<file path="src/hdl/abs_pkg.sv">
// Shared types, constants and helpers of the alignment block segmenter.
package abs_pkg;

  // Field widths.
  localparam int unsigned CoordW  = 31;
  localparam int unsigned SumW    = 32;
  localparam int unsigned PermW   = 10;
  localparam int unsigned CfgIdxW = 2;

  // Configuration register indexes.
  localparam logic [CfgIdxW-1:0] CFG_MAX_GAP  = 2'd0;
  localparam logic [CfgIdxW-1:0] CFG_MIN_SPAN = 2'd1;
  localparam logic [CfgIdxW-1:0] CFG_MIN_ALI  = 2'd2;

  // Register values after reset.
  localparam logic [CoordW-1:0] MAX_GAP_RST  = 31'd5000;
  localparam logic [CoordW-1:0] MIN_SPAN_RST = 31'd5000;
  localparam logic [PermW-1:0]  MIN_ALI_RST  = 10'd300;

  // Score scale: one thousand.
  localparam logic [PermW-1:0] SCORE_MAX = 10'd1000;

  typedef logic [CoordW-1:0] coord_t;
  typedef logic [SumW-1:0]   sum_t;
  typedef logic [PermW-1:0]  perm_t;

  // One input beat: a gapless block of the chain.
  typedef struct packed {
    coord_t t_start;
    coord_t t_end;
    coord_t q_start;
    coord_t q_end;
    coord_t matched_bases;
    logic   query_minus;
    logic   chain_last;
  } blk_item_t;

  // One output beat: an emitted segment.
  typedef struct packed {
    coord_t seg_start;
    coord_t seg_end;
    perm_t  identity_score;
    logic   seg_minus;
    logic   run_last;
  } seg_item_t;

  // One configuration write beat.
  typedef struct packed {
    logic [CfgIdxW-1:0] index;
    coord_t             wdata;
  } cfg_beat_t;

  // Configuration register file contents.
  typedef struct packed {
    coord_t max_gap;
    coord_t min_span;
    perm_t  min_ali_permille;
  } cfg_t;

  // A segment to be closed, handed from the front to the back.
  typedef struct packed {
    coord_t first_t;
    coord_t end_t;
    sum_t   aligned;
    sum_t   matched;
    logic   minus;
    logic   last_job;
  } job_t;

  // Saturating 32-bit add.
  function automatic sum_t sat_add(sum_t a, sum_t b);
    logic [SumW:0] s;
    s = {1'b0, a} + {1'b0, b};
    return s[SumW] ? '1 : s[SumW-1:0];
  endfunction

endpackage

</file>
<file path="src/hdl/abs_if.sv">
// Valid/ready channel interfaces for blocks, segments and configuration writes.
interface abs_blk_if;
  import abs_pkg::*;
  logic      valid;
  logic      ready;
  blk_item_t data;
  modport source (output valid, output data, input ready);
  modport sink (input valid, input data, output ready);
endinterface

interface abs_seg_if;
  import abs_pkg::*;
  logic      valid;
  logic      ready;
  seg_item_t data;
  modport source (output valid, output data, input ready);
  modport sink (input valid, input data, output ready);
endinterface

interface abs_cfg_if;
  import abs_pkg::*;
  logic      valid;
  logic      ready;
  cfg_beat_t data;
  modport source (output valid, output data, input ready);
  modport sink (input valid, input data, output ready);
endinterface

</file>
<file path="src/hdl/alignment_block_segmenter_top.sv">
// Top level of the alignment block segmenter: registers, front, queue and back.
//
//   channel  modport  beat
//   blk_i    sink     one gapless block of a chain
//   seg_o    source   one emitted segment with its identity score
//   cfg_i    sink     one register write (index, data)
//
// The front takes no new block until it has finished the last, and a chain end adds
// a close state. The back drops a segment that fails its checks; one it emits runs the
// score divider unless its score is zero or saturated, and a held first segment is
// sent out ahead of it. The back takes no new segment until it is through with the last.
// Reset clears the segment state, the queue and the output; registers take defaults.
// A stalled output fills the queue and then holds the front.
module alignment_block_segmenter_top (
  input logic       clk_i,
  input logic       rst_ni,
  abs_blk_if.sink   blk_i,
  abs_seg_if.source seg_o,
  abs_cfg_if.sink   cfg_i
);
  import abs_pkg::*;

  cfg_t cfg_q;
  logic push_valid, push_ready, pop_valid, pop_ready;
  job_t push_job, pop_job;

  assign cfg_i.ready = 1'b1;

  // Configuration registers; unknown indexes are ignored.
  always_ff @(posedge clk_i or negedge rst_ni) begin
    if (!rst_ni) begin
      cfg_q.max_gap          <= MAX_GAP_RST;
      cfg_q.min_span         <= MIN_SPAN_RST;
      cfg_q.min_ali_permille <= MIN_ALI_RST;
    end else if (cfg_i.valid) begin
      unique case (cfg_i.data.index)
        CFG_MAX_GAP:  cfg_q.max_gap          <= cfg_i.data.wdata;
        CFG_MIN_SPAN: cfg_q.min_span         <= cfg_i.data.wdata;
        CFG_MIN_ALI:  cfg_q.min_ali_permille <= cfg_i.data.wdata[PermW-1:0];
        default: ;
      endcase
    end
  end

  abs_front u_front (
    .clk_i        (clk_i),
    .rst_ni       (rst_ni),
    .cfg_i        (cfg_q),
    .blk_i        (blk_i),
    .push_valid_o (push_valid),
    .push_job_o   (push_job),
    .push_ready_i (push_ready)
  );

  abs_fifo u_fifo (
    .clk_i        (clk_i),
    .rst_ni       (rst_ni),
    .push_valid_i (push_valid),
    .push_job_i   (push_job),
    .push_ready_o (push_ready),
    .pop_valid_o  (pop_valid),
    .pop_job_o    (pop_job),
    .pop_ready_i  (pop_ready)
  );

  abs_back u_back (
    .clk_i       (clk_i),
    .rst_ni      (rst_ni),
    .cfg_i       (cfg_q),
    .pop_valid_i (pop_valid),
    .pop_job_i   (pop_job),
    .pop_ready_o (pop_ready),
    .seg_o       (seg_o)
  );

`ifndef SYNTH
  // An emitted segment never has a negative span.
  a_seg_order: assert property (@(posedge clk_i) disable iff (!rst_ni)
    seg_o.valid |-> seg_o.data.seg_end >= seg_o.data.seg_start)
    else $error("segment end below segment start");

  // The score never exceeds one thousand.
  a_score_max: assert property (@(posedge clk_i) disable iff (!rst_ni)
    seg_o.valid |-> seg_o.data.identity_score <= SCORE_MAX)
    else $error("identity score above 1000");

  // The front is busy in the cycle after it takes a block.
  a_front_busy: assert property (@(posedge clk_i) disable iff (!rst_ni)
    (blk_i.valid && blk_i.ready) |=> !blk_i.ready)
    else $error("front took blocks on consecutive cycles");

  // A write to an unknown index leaves the registers unchanged.
  a_cfg_ignore: assert property (@(posedge clk_i) disable iff (!rst_ni)
    (cfg_i.valid && cfg_i.data.index != CFG_MAX_GAP && cfg_i.data.index != CFG_MIN_SPAN
     && cfg_i.data.index != CFG_MIN_ALI) |=> $stable(cfg_q))
    else $error("unknown register index changed configuration");
`endif

endmodule

</file>
<file path="src/hdl/abs_front.sv">
// Front end: takes blocks, tracks the open segment and queues segment closes.
module abs_front (
  input  logic          clk_i,
  input  logic          rst_ni,
  input  abs_pkg::cfg_t cfg_i,
  abs_blk_if.sink       blk_i,
  output logic          push_valid_o,
  output abs_pkg::job_t push_job_o,
  input  logic          push_ready_i
);
  import abs_pkg::*;

  localparam logic [1:0] F_IDLE = 2'd0;
  localparam logic [1:0] F_GAP  = 2'd1;
  localparam logic [1:0] F_LAST = 2'd2;

  logic [1:0] state_q, state_d;
  blk_item_t  item_q;
  logic       have_prev_q, have_prev_d;
  coord_t     seg_first_q, seg_first_d;
  coord_t     prev_t_q, prev_t_d;
  coord_t     prev_qe_q, prev_qe_d;
  sum_t       aligned_q, aligned_d;
  sum_t       matched_q, matched_d;

  logic signed [CoordW+1:0] dt, dq, gap_lim;
  logic                     brk;
  sum_t                     blk_len, base_ali, base_mat;

  assign blk_i.ready = (state_q == F_IDLE);

  // Gap test against the previous block; overlaps give negative gaps.
  always_comb begin
    dt      = $signed({2'b00, item_q.t_start}) - $signed({2'b00, prev_t_q});
    dq      = $signed({2'b00, item_q.q_start}) - $signed({2'b00, prev_qe_q});
    gap_lim = $signed({2'b00, cfg_i.max_gap});
    brk     = have_prev_q && ((dt > gap_lim) || (dq > gap_lim));
    blk_len = (item_q.t_end >= item_q.t_start) ?
              {1'b0, item_q.t_end - item_q.t_start} : '0;
    base_ali = (brk || !have_prev_q) ? '0 : aligned_q;
    base_mat = (brk || !have_prev_q) ? '0 : matched_q;
  end

  // Sequencer: a gap-check state for each block, and a close state for a chain end.
  always_comb begin
    state_d      = state_q;
    have_prev_d  = have_prev_q;
    seg_first_d  = seg_first_q;
    prev_t_d     = prev_t_q;
    prev_qe_d    = prev_qe_q;
    aligned_d    = aligned_q;
    matched_d    = matched_q;
    push_valid_o = 1'b0;
    push_job_o   = '{first_t: seg_first_q, end_t: prev_t_q, aligned: aligned_q,
                     matched: matched_q, minus: item_q.query_minus,
                     last_job: 1'b1};
    unique case (state_q)
      F_IDLE: begin
        if (blk_i.valid) begin
          state_d = F_GAP;
        end
      end
      F_GAP: begin
        push_valid_o        = brk;
        push_job_o.last_job = !item_q.chain_last;
        if (!brk || push_ready_i) begin
          have_prev_d = 1'b1;
          if (brk || !have_prev_q) begin
            seg_first_d = item_q.t_start;
          end
          aligned_d = sat_add(base_ali, blk_len);
          matched_d = sat_add(base_mat, {1'b0, item_q.matched_bases});
          prev_t_d  = item_q.t_end;
          prev_qe_d = item_q.q_end;
          state_d   = item_q.chain_last ? F_LAST : F_IDLE;
        end
      end
      F_LAST: begin
        push_valid_o = 1'b1;
        if (push_ready_i) begin
          have_prev_d = 1'b0;
          aligned_d   = '0;
          matched_d   = '0;
          state_d     = F_IDLE;
        end
      end
      default: state_d = F_IDLE;
    endcase
  end

  always_ff @(posedge clk_i or negedge rst_ni) begin
    if (!rst_ni) begin
      state_q     <= F_IDLE;
      have_prev_q <= 1'b0;
      seg_first_q <= '0;
      prev_t_q    <= '0;
      prev_qe_q   <= '0;
      aligned_q   <= '0;
      matched_q   <= '0;
    end else begin
      state_q     <= state_d;
      have_prev_q <= have_prev_d;
      seg_first_q <= seg_first_d;
      prev_t_q    <= prev_t_d;
      prev_qe_q   <= prev_qe_d;
      aligned_q   <= aligned_d;
      matched_q   <= matched_d;
    end
  end

  // Input beat capture.
  always_ff @(posedge clk_i) begin
    if (blk_i.valid && blk_i.ready) begin
      item_q <= blk_i.data;
    end
  end

endmodule

</file>
<file path="src/hdl/abs_fifo.sv">
// Two-entry queue of segment closes between the front and the back.
module abs_fifo (
  input  logic          clk_i,
  input  logic          rst_ni,
  input  logic          push_valid_i,
  input  abs_pkg::job_t push_job_i,
  output logic          push_ready_o,
  output logic          pop_valid_o,
  output abs_pkg::job_t pop_job_o,
  input  logic          pop_ready_i
);
  import abs_pkg::*;

  job_t       mem_q [2];
  logic       wr_ptr_q, rd_ptr_q;
  logic [1:0] count_q;
  logic       do_push, do_pop;

  assign push_ready_o = (count_q != 2'd2);
  assign pop_valid_o  = (count_q != 2'd0);
  assign pop_job_o    = mem_q[rd_ptr_q];
  assign do_push      = push_valid_i && push_ready_o;
  assign do_pop       = pop_valid_o && pop_ready_i;

  // Pointers and fill level.
  always_ff @(posedge clk_i or negedge rst_ni) begin
    if (!rst_ni) begin
      wr_ptr_q <= 1'b0;
      rd_ptr_q <= 1'b0;
      count_q  <= 2'd0;
    end else begin
      if (do_push) begin
        wr_ptr_q <= !wr_ptr_q;
      end
      if (do_pop) begin
        rd_ptr_q <= !rd_ptr_q;
      end
      count_q <= count_q + {1'b0, do_push} - {1'b0, do_pop};
    end
  end

  // Entry storage.
  always_ff @(posedge clk_i) begin
    if (do_push) begin
      mem_q[wr_ptr_q] <= push_job_i;
    end
  end

endmodule

</file>
<file path="src/hdl/abs_back.sv">
// Back end: qualifies each closed segment, divides out its score and emits it.
module abs_back (
  input  logic          clk_i,
  input  logic          rst_ni,
  input  abs_pkg::cfg_t cfg_i,
  input  logic          pop_valid_i,
  input  abs_pkg::job_t pop_job_i,
  output logic          pop_ready_o,
  abs_seg_if.source     seg_o
);
  import abs_pkg::*;

  localparam logic [2:0] B_IDLE     = 3'd0;
  localparam logic [2:0] B_MUL      = 3'd1;
  localparam logic [2:0] B_CHK      = 3'd2;
  localparam logic [2:0] B_DIV      = 3'd3;
  localparam logic [2:0] B_DONE     = 3'd4;
  localparam logic [2:0] B_PUT_HOLD = 3'd5;
  localparam logic [2:0] B_PUT_CUR  = 3'd6;

  localparam int unsigned NumW = 42;

  logic [2:0]      state_q, state_d;
  job_t            job_q;
  logic [NumW-1:0] prod_a_q, num_q, rem_q, rem_d, dsh_q, dsh_d;
  logic [NumW-2:0] prod_m_q;
  logic [PermW-1:0] quo_q, quo_d, score_q, score_d;
  logic [2:0]      cnt_q, cnt_d;
  seg_item_t       hold_q, hold_d, out_q, out_d, cur;
  logic            hold_valid_q, hold_valid_d;
  logic            cur_emit_q, cur_emit_d;
  logic            out_valid_q, out_valid_d;

  logic [SumW-1:0] cover_len;
  logic            cover_neg, cover_zero, ali_ok, span_ok, emit, out_free;

  assign pop_ready_o = (state_q == B_IDLE);
  assign seg_o.valid = out_valid_q;
  assign seg_o.data  = out_q;
  assign out_free    = !out_valid_q || seg_o.ready;

  // Covered length of the segment and the two emit tests.
  always_comb begin
    cover_len  = {1'b0, job_q.end_t} - {1'b0, job_q.first_t};
    cover_neg  = cover_len[SumW-1];
    cover_zero = (cover_len == '0);
    ali_ok     = !cover_neg && (cover_zero || (prod_a_q >= {1'b0, prod_m_q}));
    span_ok    = !cover_neg && (cover_len[CoordW-1:0] >= cfg_i.min_span);
    emit       = ali_ok && span_ok;
    cur        = '{seg_start: job_q.first_t, seg_end: job_q.end_t,
                   identity_score: score_q, seg_minus: job_q.minus, run_last: 1'b1};
  end

  // Sequencer with a two-bit-per-cycle restoring divider.
  always_comb begin
    logic [NumW-1:0]  r;
    logic [NumW-1:0]  d;
    logic [PermW-1:0] q;
    state_d      = state_q;
    rem_d        = rem_q;
    dsh_d        = dsh_q;
    quo_d        = quo_q;
    cnt_d        = cnt_q;
    score_d      = score_q;
    hold_d       = hold_q;
    hold_valid_d = hold_valid_q;
    cur_emit_d   = cur_emit_q;
    out_d        = out_q;
    out_valid_d  = (out_valid_q && seg_o.ready) ? 1'b0 : out_valid_q;
    r            = rem_q;
    d            = dsh_q;
    q            = quo_q;
    unique case (state_q)
      B_IDLE: begin
        if (pop_valid_i) begin
          state_d = B_MUL;
        end
      end
      B_MUL: begin
        state_d = B_CHK;
      end
      B_CHK: begin
        if (emit) begin
          if (job_q.aligned == '0) begin
            score_d = '0;
            state_d = B_DONE;
          end else if (num_q >= {job_q.aligned, 10'd0}) begin
            score_d = SCORE_MAX;
            state_d = B_DONE;
          end else begin
            rem_d   = num_q;
            dsh_d   = {1'b0, job_q.aligned, 9'd0};
            quo_d   = '0;
            cnt_d   = '0;
            state_d = B_DIV;
          end
        end else if (job_q.last_job && hold_valid_q) begin
          cur_emit_d = 1'b0;
          state_d    = B_PUT_HOLD;
        end else begin
          state_d = B_IDLE;
        end
      end
      B_DIV: begin
        for (int i = 0; i < 2; i++) begin
          if (r >= d) begin
            r = r - d;
            q = {q[PermW-2:0], 1'b1};
          end else begin
            q = {q[PermW-2:0], 1'b0};
          end
          d = d >> 1;
        end
        rem_d = r;
        dsh_d = d;
        quo_d = q;
        cnt_d = cnt_q + 3'd1;
        if (cnt_q == 3'd4) begin
          score_d = (q > SCORE_MAX) ? SCORE_MAX : q;
          state_d = B_DONE;
        end
      end
      B_DONE: begin
        if (!job_q.last_job) begin
          hold_d          = cur;
          hold_d.run_last = 1'b0;
          hold_valid_d    = 1'b1;
          state_d         = B_IDLE;
        end else if (hold_valid_q) begin
          cur_emit_d = 1'b1;
          state_d    = B_PUT_HOLD;
        end else begin
          state_d = B_PUT_CUR;
        end
      end
      B_PUT_HOLD: begin
        if (out_free) begin
          out_d          = hold_q;
          out_d.run_last = !cur_emit_q;
          out_valid_d    = 1'b1;
          hold_valid_d   = 1'b0;
          state_d        = cur_emit_q ? B_PUT_CUR : B_IDLE;
        end
      end
      B_PUT_CUR: begin
        if (out_free) begin
          out_d       = cur;
          out_valid_d = 1'b1;
          state_d     = B_IDLE;
        end
      end
      default: state_d = B_IDLE;
    endcase
  end

  always_ff @(posedge clk_i or negedge rst_ni) begin
    if (!rst_ni) begin
      state_q      <= B_IDLE;
      hold_valid_q <= 1'b0;
      cur_emit_q   <= 1'b0;
      out_valid_q  <= 1'b0;
      cnt_q        <= '0;
    end else begin
      state_q      <= state_d;
      hold_valid_q <= hold_valid_d;
      cur_emit_q   <= cur_emit_d;
      out_valid_q  <= out_valid_d;
      cnt_q        <= cnt_d;
    end
  end

  // Datapath registers: job capture, products, divider and result beats.
  always_ff @(posedge clk_i) begin
    if (state_q == B_IDLE && pop_valid_i) begin
      job_q <= pop_job_i;
    end
    if (state_q == B_MUL) begin
      prod_a_q <= {10'd0, job_q.aligned} * {32'd0, SCORE_MAX};
      prod_m_q <= {31'd0, cfg_i.min_ali_permille} * {10'd0, cover_len[CoordW-1:0]};
      num_q    <= {10'd0, job_q.matched} * {32'd0, SCORE_MAX}
                  + {11'd0, job_q.aligned[SumW-1:1]};
    end
    rem_q   <= rem_d;
    dsh_q   <= dsh_d;
    quo_q   <= quo_d;
    score_q <= score_d;
    hold_q  <= hold_d;
    out_q   <= out_d;
  end

endmodule
</file>
<file path="src/flat_wrapper.sv">
// flat-port wrapper written by rule: the top's interface ports become plain ports
module alignment_block_segmenter_top_flat import abs_pkg::*;
  (clk_i, rst_ni, blk_i_valid, blk_i_data, blk_i_ready, seg_o_valid, seg_o_data, seg_o_ready, cfg_i_valid, cfg_i_data, cfg_i_ready);
  abs_blk_if blk_i_i ();
  abs_seg_if seg_o_i ();
  abs_cfg_if cfg_i_i ();
  input logic clk_i;
  input logic rst_ni;
  input wire logic [$bits(blk_i_i.valid)-1:0] blk_i_valid;
  input wire logic [$bits(blk_i_i.data)-1:0] blk_i_data;
  output wire logic [$bits(blk_i_i.ready)-1:0] blk_i_ready;
  output wire logic [$bits(seg_o_i.valid)-1:0] seg_o_valid;
  output wire logic [$bits(seg_o_i.data)-1:0] seg_o_data;
  input wire logic [$bits(seg_o_i.ready)-1:0] seg_o_ready;
  input wire logic [$bits(cfg_i_i.valid)-1:0] cfg_i_valid;
  input wire logic [$bits(cfg_i_i.data)-1:0] cfg_i_data;
  output wire logic [$bits(cfg_i_i.ready)-1:0] cfg_i_ready;
  assign blk_i_i.valid = blk_i_valid;
  assign blk_i_i.data = blk_i_data;
  assign blk_i_ready = blk_i_i.ready;
  assign seg_o_valid = seg_o_i.valid;
  assign seg_o_data = seg_o_i.data;
  assign seg_o_i.ready = seg_o_ready;
  assign cfg_i_i.valid = cfg_i_valid;
  assign cfg_i_i.data = cfg_i_data;
  assign cfg_i_ready = cfg_i_i.ready;
  alignment_block_segmenter_top u_core (.clk_i(clk_i), .rst_ni(rst_ni), .blk_i(blk_i_i), .seg_o(seg_o_i), .cfg_i(cfg_i_i));
endmodule
</file>
<file path="config.mk">
export PLATFORM = sky130hd
export DESIGN_NAME = alignment_block_segmenter_top_flat
export DESIGN_NICKNAME = d
export VERILOG_FILES = /design/src/hdl/abs_pkg.sv /design/src/hdl/abs_if.sv /design/src/hdl/alignment_block_segmenter_top.sv /design/src/hdl/abs_front.sv /design/src/hdl/abs_fifo.sv /design/src/hdl/abs_back.sv /design/src/flat_wrapper.sv
export SDC_FILE = /design/constraint.sdc
export NUM_CORES = 2
export LEC_CHECK = 0
export ABC_AREA = 1
export BUFFER_PORTS_ARGS = -buffer_cell sky130_fd_sc_hd__buf_2
export CORE_AREA = 5 5 447 449
export CTS_BUF_LIST = sky130_fd_sc_hd__clkbuf_4 sky130_fd_sc_hd__clkbuf_8 sky130_fd_sc_hd__clkbuf_16
export DETAILED_ROUTE_END_ITERATION = 6
export DIE_AREA = 0 0 452 454
export PLACE_DENSITY_LB_ADDON = 0.2
export RECOVER_POWER = 100
export SLEW_MARGIN = 25
export SYNTH_ARGS = -nofsm -noshare
export SYNTH_HDL_FRONTEND = slang
export SYNTH_SLANG_ARGS = --single-unit
</file>
<file path="constraint.sdc">
create_clock -name clk_i -period 30.5 [get_ports clk_i]
set_input_delay 9.15 -clock clk_i [delete_from_list [all_inputs] [get_ports clk_i]]
set_output_delay 9.15 -clock clk_i [all_outputs]
set_load 0.05 [all_outputs]
</file>
==> results.yml <==
detailed_routing:
  routed.top_layer: "met4"
  wl_mm: 239.5
  first_pass_iters: 5
  final_antenna_net_count: 0
  detailedRoute.firstIterationViolations: 4849
  via_count: 62772
  avgViaCountPerCell: 5.216
  wl_met1_mm: 110.1
  met2_wirelength_mm: 108.6
  avgRoutedWirePerCell_um: 19.90
  drc: 0
  met3RoutedLength_mm: 13.38
yosys:
  syn_nets: 10467
  synth-async-reset-ratio: 0.2121
  yosys_most_used_dff: "edfxtp_1"
  synth.yosys.warnings: 0
  synth_top_cells_by_area: "edfxtp_1 33%, fa_1 11%, ha_1 11%"
  synth_edf_count: 910
  yosysUniqueCellTypes: 67
  synth.most_common_cell: "nand2_1"
  syn_inst: 9071
  syn_avg_cell_area_sq_um: 9.210
  synth_seq_cells: 1155
  syn-cell-area_sq_um: 83540
  most_used_standard_cells_in_the_synthesized_netlist: "1883 x nand2_1, 1495 x inv_1, 910 x edfxtp_1"
  synth.top_cell.area_share: 0.3271
  synth_sequential_area_ratio: 0.4007
  synthDominantAreaCellType: "edfxtp_1"
clock_tree:
  clock_tree_buffer_depth: 3
  clock-root-buffer: "clkbuf_16"
  clk_latency_ns: 0.83
  clkTransAtPathRegs_ns: 0.06
  tritoncts_clock_tree: "yes"
  cts_made_buffers: 132
  postCtsResizedCells: 0
  cts_num_sinks: 1155
  cts_setup_buffers: 0
  htreeDepth: 4
  holdBufCountCts: 0
floorplanning:
  floorplan.initialDensity: 0.4267
  fp-row-count: 163
  fp.dieArea_sq_um: 205200
  core_area_sq_um: 195800
  die_h_um: 454
  pin_count: 272
  die_x_um: 452
sta:
  min_period_over_period: 0.4921
  finalSetupViolations: 0
  slew_headroom: -2.187
  fin_worst_skew_ns: 0.09289
  finalWorstSetupSlack_ns: 15.49
  grt_setup_unrepaired: "false"
  timing.final.hold_violations: 0
  fmax_mhz: 66.63
  slew_violations: 2129
  finalWorstPathRequiredPeriod_ns: 15.01
  fin_setup_tns_ns: 0
  worst-slew-pin-transition_ns: 4.781
placement:
  post-place-ws_ns: 19.25
  placed_area_sq_um: 87830
  cell_count_post_placement: 11783
  finalWeightedCongestion: 0.9421
  port-buffer-count: 270
  place_hpwl_mm: 190.5
grt:
  first_global_vias: 62795
  grt.total_usage: 0.2317
  initial_antenna_violation_count: 9
  global_route.overflow_total: 0
  grt_start_max_net_pins: 88
  grt_pass1_wl_mm: 367.8
setup_path:
  cpLargestDelayFamily: "buffers and inverters"
  critical_path_required_ns: 30.48
  cp_max_stage_cell: "clkbuf_1"
  cp_cell_sequence: "clkbuf_1, clkbuf_1"
  crit_path_end_kind: "async pin"
  crit_fanout: 73
  critPathLaunchType: "primary input"
  worst_path_buffer_plus_inverter_count: 2
  setup.worst_path.class: "primary input to async pin"
  cp_common_cell: "clkbuf_1"
  critical_path_arrival_ns: 14.99
  reg2reg_setup_slack_ns: 19.10
  critPathMaxStageDelay_ns: 2.89
layout:
  layout.cells.non_filler: 12034
  n_fill_cell: 18783
  final_layout_size_suffix_gt1_frac: 0.06523
  postLayoutCellArea_sq_um: 92290
  areaGrowthSynthToFinish_pct: 10.48
  num-nets-final: 10758
status:
  violated_checks: "capacitance limit, slew limit"
  run_status: "complete, but fails checks"
hold_path:
  holdCritPathClass: "flip-flop to flip-flop"
job:
  max_cap_viol_count: 40
[kinds of logic (layout without fill, tap and decap cells)]
logic type | after synthesis | in the layout | share of synthesized area
muxes | 169 | 169 | 0.02278
buffers and inverters | 1673 | 2076 | 0.07661
and+or+nand+nor | 3242 | 3242 | 0.1575
xor gates and xnor gates | 315 | 315 | 0.03311
adders and majority gates | 1201 | 1201 | 0.2226
AOI/OAI and AO/OA | 1315 | 1315 | 0.08667
other | 1 | 4 | 0.00004489
DFF | 1155 | 1155 | 0.4007
[layout by cell type, fill, tap and decap left out, drive strengths merged, types with 231 or more instances in the layout]
cell    synthesis  final
a21oi         590    590
clkbuf        103    274
dfrtp         231    231
edfxtp        910    910
fa            475    475
ha            726    726
inv          1509   1511
nand2        1888   1888
nand3         334    334
nor2          791    791
o21ai         462    462
[registers in the layout, indices dropped and copies added (netlist names), 2 cells and up]
name / cells
u_core.u_fifo.mem_q: 256
u_core.u_front.item_q: 156
u_core.u_back.seg_o.data: 74
u_core.u_back.hold_q: 73
u_core.cfg_q: 72
u_core.u_back.job_q: 65
u_core.u_back.cur: 63
u_core.u_back.num_q: 42
u_core.u_back.rem_q: 42
u_core.u_back.dsh_q: 41
u_core.u_back.prod_m_q: 41
u_core.u_back.prod_a_q: 38
u_core.u_front.aligned_q: 32
u_core.u_front.matched_q: 32
u_core.u_front.prev_qe_q: 31
u_core.u_front.prev_t_q: 31
u_core.u_front.seg_first_q: 31
u_core.u_back.score_q: 10
u_core.u_back.quo_q: 8
u_core.u_back.cnt_q: 3
u_core.u_back.state_q: 3
u_core.u_fifo.count_q: 2
u_core.u_front.state_q: 2
[worst paths after layout]
| path | cells past startpoint | from | to |
|---|---|---|---|
| hold reg to reg | 0 | u_core.u_back.cur[55]$_DFFE_PP_ | u_core.u_back.hold_q[55]$_DFFE_PP_ |
| max in group clk_i | 4 | blk_i_valid | u_core.u_front.item_q[135]$_DFFE_PP_ |
| setup reg to reg | 36 | u_core.u_front.item_q[126]$_DFFE_PP_ | u_core.u_fifo.mem_q[1][104]$_DFFE_PP_ |
| setup / recovery | 2 | rst_ni | u_core.cfg_q[25]$_DFFE_PN0P_ |
| hold / removal | 0 | u_core.u_back.cur[55]$_DFFE_PP_ | u_core.u_back.hold_q[55]$_DFFE_PP_ |
| min in group asynchronous | 1 | rst_ni | u_core.u_front.prev_qe_q[20]$_DFFE_PN0P_ |
[metal layers]
| metal | GRT usage | vias up |
|---|---|---|
| met5 | 0 | - |
| met4 | 0.06900 | 0 |
| met3 | 0.03403 | 316 |
| met2 | 0.3709 | 1672 |
| met1 | 0.3276 | 30423 |
| li1 | - | 30361 |
[cell type report]
cell class                 instances  area [sq um]  share of cell area
antenna                            3         7.507          0.00008134
clock buffer                     162          3602             0.03903
clock inverter                    84          1176             0.01274
inverter                        1514          5687             0.06161
multi-input combinational       6243         43670              0.4732
sequential                      1155         33470              0.3627
tap                             2557          3199             0.03466
timing repair buffer             316          1476             0.01600
[per-stage QoR]
step | hold WS [ns] | utilization
floorplan | 0.4215 | -
detailed placement | 0.4363 | 0.4486
finish | 0.4177 | 0.4714
global route | 0.4334 | 0.4714
global placement | 0.4336 | 0.4485
CTS | 0.4142 | 0.4730
Power is not shown: default switching activity piles up to over one toggle a cycle in this logic, so the estimate is an artifact.
